--- src/rtl/core/teor_pkg.sv ---
`timescale 1ns / 1ps
// shared types, widths and register codes for the owner rank block
package teor_pkg;

  localparam int LW       = 31;  // mode length and coordinate width
  localparam int GW       = 7;   // grid size width
  localparam int RW       = 24;  // owner rank width
  localparam int NUM_SLOTS = 4;  // dimensions present on the ports
  localparam int NUM_DIMS_DEF = 4;
  localparam int AW       = 5;   // cfg byte address width
  localparam int DW       = 32;  // cfg data width
  localparam int IDXW     = 3;   // register index width

  // register indexes
  localparam logic [IDXW-1:0] REG_MODE_LENGTH_0 = 3'd0;
  localparam logic [IDXW-1:0] REG_GRID_SIZE_0   = 3'd4;

  typedef struct packed {
    logic [LW-1:0] coord_0;
    logic [LW-1:0] coord_1;
    logic [LW-1:0] coord_2;
    logic [LW-1:0] coord_3;
  } in_data_t;

  typedef struct packed {
    logic [RW-1:0] owner_rank;
    logic          out_of_range;
  } out_data_t;

  // one dimension's working word as it moves through the divider cells
  typedef struct packed {
    logic [LW-1:0] num;     // partial remainder
    logic [LW-1:0] dvs;     // divisor
    logic [LW-1:0] quo;     // quotient bits so far
    logic [LW-1:0] coord;
    logic [GW-1:0] grid;
    logic [GW-1:0] rsave;   // block offset added after the second division
    logic          zero_q;
    logic          bad;
  } lane_t;

  typedef struct packed {
    logic [GW-1:0] blk;
    logic [GW-1:0] grid;
    logic          bad;
  } lane_res_t;

endpackage

--- src/rtl/core/teor_div_cell.sv ---
`timescale 1ns / 1ps
// one restoring division step: subtracts the divisor shifted by SHIFT if it fits
module teor_div_cell #(
  parameter int SHIFT = 0
) (
  input  logic            clk,
  input  logic            en,
  input  teor_pkg::lane_t d_in,
  output teor_pkg::lane_t d_out
);

  logic [2*teor_pkg::LW-1:0] big;
  logic                      fit;
  teor_pkg::lane_t           nxt;

  always_comb begin
    big = {{teor_pkg::LW{1'b0}}, d_in.dvs} << SHIFT;
    fit = (big[2*teor_pkg::LW-1:teor_pkg::LW] == '0) &&
          (d_in.num >= big[teor_pkg::LW-1:0]);
    nxt = d_in;
    if (fit) begin
      nxt.num        = d_in.num - big[teor_pkg::LW-1:0];
      nxt.quo[SHIFT] = 1'b1;
    end
  end

  always_ff @(posedge clk) begin
    if (en) begin
      d_out <= nxt;
    end
  end

endmodule

--- src/rtl/core/teor_lane.sv ---
`timescale 1ns / 1ps
// block index of one dimension: length/grid division, edge split, index division
module teor_lane (
  input  logic                     clk,
  input  logic                     en,
  input  logic [teor_pkg::LW-1:0]  coord,
  input  logic [teor_pkg::LW-1:0]  mode_length,
  input  logic [teor_pkg::GW-1:0]  grid_size,
  output teor_pkg::lane_res_t      res
);

  localparam int QW = 7;  // block index never exceeds the grid size

  teor_pkg::lane_t c1 [0:teor_pkg::LW];
  teor_pkg::lane_t c2 [0:QW];
  teor_pkg::lane_t mid_nxt;
  teor_pkg::lane_res_t res_nxt;

  logic [teor_pkg::LW:0]              q_inc;
  logic [teor_pkg::LW+teor_pkg::GW:0] edge_v;
  logic                               lt;

  always_comb begin
    c1[0]        = '0;
    c1[0].num    = mode_length;
    c1[0].grid   = (grid_size == '0) ? teor_pkg::GW'(1) : grid_size;
    c1[0].dvs    = {{(teor_pkg::LW-teor_pkg::GW){1'b0}}, c1[0].grid};
    c1[0].coord  = coord;
    c1[0].bad    = (coord >= mode_length);
  end

  // quotient and remainder of length over grid, one bit a cell
  for (genvar i = 0; i < teor_pkg::LW; i++) begin : g_c1
    teor_div_cell #(.SHIFT(teor_pkg::LW-1-i)) u_cell (
      .clk(clk), .en(en), .d_in(c1[i]), .d_out(c1[i+1])
    );
  end

  // split at the end of the larger blocks
  always_comb begin
    q_inc   = {1'b0, c1[teor_pkg::LW].quo} + 1'b1;
    edge_v  = c1[teor_pkg::LW].num[teor_pkg::GW-1:0] * q_inc;
    lt      = {{(teor_pkg::GW+1){1'b0}}, c1[teor_pkg::LW].coord} < edge_v;
    mid_nxt = c1[teor_pkg::LW];
    mid_nxt.quo    = '0;
    mid_nxt.zero_q = (c1[teor_pkg::LW].quo == '0);
    if (lt) begin
      mid_nxt.num   = c1[teor_pkg::LW].coord;
      mid_nxt.dvs   = q_inc[teor_pkg::LW-1:0];
      mid_nxt.rsave = '0;
    end else begin
      mid_nxt.num   = c1[teor_pkg::LW].coord - edge_v[teor_pkg::LW-1:0];
      mid_nxt.dvs   = c1[teor_pkg::LW].quo;
      mid_nxt.rsave = c1[teor_pkg::LW].num[teor_pkg::GW-1:0];
    end
  end

  always_ff @(posedge clk) begin
    if (en) begin
      c2[0] <= mid_nxt;
    end
  end

  for (genvar i = 0; i < QW; i++) begin : g_c2
    teor_div_cell #(.SHIFT(QW-1-i)) u_cell (
      .clk(clk), .en(en), .d_in(c2[i]), .d_out(c2[i+1])
    );
  end

  always_comb begin
    res_nxt.grid = c2[QW].grid;
    res_nxt.bad  = c2[QW].bad;
    res_nxt.blk  = c2[QW].zero_q ? '0 : (c2[QW].quo[QW-1:0] + c2[QW].rsave);
  end

  always_ff @(posedge clk) begin
    if (en) begin
      res <= res_nxt;
    end
  end

endmodule

--- config.mk ---
export PLATFORM = sky130hd
export DESIGN_NAME = teor_lane
export DESIGN_NICKNAME = d
export VERILOG_FILES = /design/src/rtl/core/teor_pkg.sv /design/src/rtl/core/teor_div_cell.sv /design/src/rtl/core/teor_lane.sv
export SDC_FILE = /design/constraint.sdc
export NUM_CORES = 2
export LEC_CHECK = 0
export BUFFER_PORTS_ARGS = -buffer_cell sky130_fd_sc_hd__clkbuf_2
export CORE_ASPECT_RATIO = 1.25
export CORE_UTILIZATION = 40
export CTS_BUF_LIST = sky130_fd_sc_hd__clkbuf_16
export DETAILED_ROUTE_END_ITERATION = 8
export HOLD_SLACK_MARGIN = 0.03
export PLACE_DENSITY = 0.6
export SKIP_LAST_GASP = 1
export SLEW_MARGIN = 15
export SYNTH_ARGS = -nofsm -noshare
export SYNTH_HDL_FRONTEND = slang
export SYNTH_SLANG_ARGS = --single-unit
--- constraint.sdc ---
create_clock -name clk -period 11.51 [get_ports clk]
set_input_delay 3.453 -clock clk [delete_from_list [all_inputs] [get_ports clk]]
set_output_delay 3.453 -clock clk [all_outputs]
set_load 0.01 [all_outputs]
==> results.tsv <==
stage	metric	value	unit
placed_design	routabilityCongestion	0.8906	
sta	slew_headroom	23.07	%
sta	fin_ws	1.324	ns
grt	grt_pass1_vias	73290	
yosys	synth_nets	9628	
grt	busiest_layer	met2	
yosys	ys_types	94	
yosys	ys_warn_count	0	
worst_setup_path	start_kind	flop	
sta	grt_setup_unrepaired	no	
sta	worst_pin_slew	1.154	ns
worst_setup_path	crit_buf_inv	3	
sta	hold_viol	0	
clocking	ctsHtreeMaxLevel	5	
power	leakagePower	56.56	nW
clocking	clk_pin_slew	0.06	ns
route	antenna_left	0	
sta	final_max_slew_viol_count	0	
placed_design	dpl.hpwl	177300	um
layout	mostFrequentLayoutCell	edfxtp_1	
clocking	clock_sinks	3247	
floorplanning	dieArea	343600	um^2
grt	grtUsageMet3	2.145	%
grt	met1_usage	14.63	%
placed_design	dpl_cell_area	142800	um^2
layout	design_area	153600	um^2
yosys	async_flop_share	0	%
power	peakVddDrop	0.0003492	V
floorplanning	start_util	40.22	%
grt	grt_remaining_overflow	0	
worst_setup_path	slowest_delay	0.60	ns
floorplanning	die_y	655.2	um
run_status	outcome	finished, final reports clean	
layout	seqCellArea	97500	um^2
clocking	cts-root-buf	clkbuf_16	
layout	drive_above_1_share	8.857	%
yosys	synth-seq-cells	3247	
worst_setup_path	critical_path_class	reg2reg	
sta	fin_crit_sh	88.50	%
grt	antenna_found_initial	6	
route	routedWlPerCell	18.01	um
sta	setup_tns	0	ns
layout	nFillCells	29150	
worst_setup_path	arrival	10.83	ns
floorplanning	dieWidth	524.5	um
route	num_vias	69360	
placed_design	place_worst_setup_slack	1.321	ns
route	routed_wirelength	251000	um
power	total_power	36.37	mW
placed_design	io_buffer_count	85	
worst_setup_path	slowest_stage	or4_4	
route	via_per_inst	4.977	
sta	clock.fmax	98.17	MHz
grt	grt_max_degree	218	
worst_setup_path	path_common_cell	fa_1	
layout	mostFrequentLayoutCells	3247 x edfxtp_1, 834 x inv_1, 519 x ha_1	
sta	setup_viol	0	
clocking	cts_tree	built	
clocking	post_cts_buffers	0	
worst_hold_path	hp-class	reg2reg	
layout	syn_to_final_growth	12.54	%
power	powerDensity	236.7	nW/um^2
clocking	clockBufferDepth	4	
sta	min_period	10.19	ns
route	drt_pass1_iterations	7	
worst_setup_path	critPathRequiredTime	12.15	ns
worst_setup_path	crit_fanout	37	
yosys	syn_area_per_cell	15.42	um^2
job	drv_cap	0	
placed_design	place_inst	13340	
yosys	synth_edf_count	3247	
worst_setup_path	worst_setup_path_end_kind	flop	
yosys	synth-seq-area-share	71.42	%
grt	grt_pass1_wl	393500	um
floorplanning	core_area	339400	um^2
yosys	syn_area	136500	um^2
layout	layout.nets	9985	
grt	met2_usage	28.66	%
sta	fin_skew	0.08096	ns
clocking	cts_inserted_buffers	327	
layout	final_cells	13940	
clocking	hold_buffers	0	
yosys	synthFlopType	edfxtp_1	
floorplanning	row_count	239	
route	first_iter_violations	4261	
clocking	insertion_delay	0.93	ns
layout	multiInputGateArea	35640	um^2
route	drc	0	
yosys	syn_inst	8851	
grt	grt_util_all_layers	14.45	%
worst_setup_path	cp_top_family	adder cells	
floorplanning	ioPinCount	86	
clocking	ctsResizeCount	0	
-- area by class of cell --
cell class | count | area share, %
multi-input combinational | 4708 | 23.20
clock buffer | 332 | 5.408
antenna | 5 | 0.008144
timing repair buffer | 145 | 0.7264
tap | 4458 | 3.631
inverter | 779 | 1.903
sequential | 3247 | 63.46
clock inverter | 262 | 1.665
-- stage by stage --
stage	utilization (%)	hold WS, ns
after CTS	45.26	0.3379
after global routing	45.27	0.3638
after global placement	42.06	0.4001
final	45.27	0.3467
after floorplan	-	0.4003
after detailed placement	42.06	0.4045
-- worst register-to-register path: cells and delay by family, from the launching register on --
family          cells  cell delay [ns]
compound gates      5             1.46
xor+xnor            2             0.70
fa+ha+maj           7             3.20
buf+inv             3             0.52
flops               1             0.54
mux                 1             0.47
simple gates       14             3.03
-- state kept, by name, summed over array words and instances (netlist names) --
register and cells:
c2 78, g_c1.u_cell.d_out 2642, g_c2.u_cell.d_out 512, res 15
-- path summary, 6_finish.rpt --
| check | end | slack [ns] | depth (start not counted) | from |
|---|---|---|---|---|
| hold reg to reg | g_c1[11].u_cell.d_out[73] | 0.35 | 0 | g_c1[10].u_cell.d_out[73] |
| setup / recovery | c2[1090] | 1.32 | 32 | g_c1[30].u_cell.d_out[47] |
| hold / removal | g_c1[11].u_cell.d_out[73] | 0.35 | 0 | g_c1[10].u_cell.d_out[73] |
| setup reg to reg | c2[1090] | 1.32 | 32 | g_c1[30].u_cell.d_out[47] |
-- synth_stat cells, types with 18 or more instances --
| cell type | instances | share of area (%) |
|---|---|---|
| or2_2 | 22 | 0.10 |
| nor4b_1 | 21 | 0.13 |
| xnor2_1 | 308 | 2.0 |
| nor2_1 | 423 | 1.2 |
| ha_1 | 519 | 4.8 |
| nand4b_1 | 20 | 0.13 |
| mux2i_1 | 44 | 0.32 |
| edfxtp_1 | 3247 | 71 |
| a21oi_1 | 306 | 1.1 |
| nor3_1 | 134 | 0.49 |
| and3_1 | 31 | 0.14 |
| o21a_1 | 44 | 0.24 |
| xor2_1 | 268 | 1.7 |
| fa_1 | 187 | 2.7 |
| nor4_1 | 185 | 0.85 |
| nand2b_1 | 109 | 0.50 |
| a21boi_0 | 50 | 0.27 |
| o21bai_1 | 39 | 0.21 |
| nand3_1 | 98 | 0.36 |
| a211oi_1 | 30 | 0.16 |
| a21o_1 | 155 | 0.85 |
| nand2_1 | 452 | 1.2 |
| inv_1 | 777 | 2.1 |
| buf_2 | 18 | 0.066 |
| or4_1 | 41 | 0.23 |
| a31oi_1 | 25 | 0.11 |
| nor2b_1 | 239 | 1.1 |
| mux2_2 | 154 | 1.3 |
| o21ai_0 | 343 | 1.3 |
| nand4_1 | 98 | 0.45 |
| o31ai_1 | 55 | 0.30 |
| clkbuf_1 | 84 | 0.23 |
| or3_1 | 40 | 0.18 |
| and2_1 | 43 | 0.20 |
-- report_power, final --
part           switching, mW  internal [mW]  leakage [nW]
clock network           4.45           6.19          5.48
registers              0.584           14.3          31.5
logic                   6.51           4.33          19.6
total                   11.5           24.8          56.6
-- per-layer routing --
layer  part of all wire [%]  wire length [um]  up-vias
li1                       -                 -    33570
met1                     37             91890    34010
met2                     55            139100     1186
met3                    3.4              8449      586
met4                    4.6             11500        0
met5                      0                 0        -
-- kinds of logic after synthesis --
| logic type | synth area share (%) |
|---|---|
| buffers and inverters | 2.510 |
| adders and majority gates | 7.499 |
| muxes | 1.603 |
| DFF | 71.42 |
| xor gates and xnor gates | 3.707 |
| and+or+nand+nor | 7.752 |
| AOI/OAI and AO/OA | 5.506 |
(Power assumes the default switching activity.)
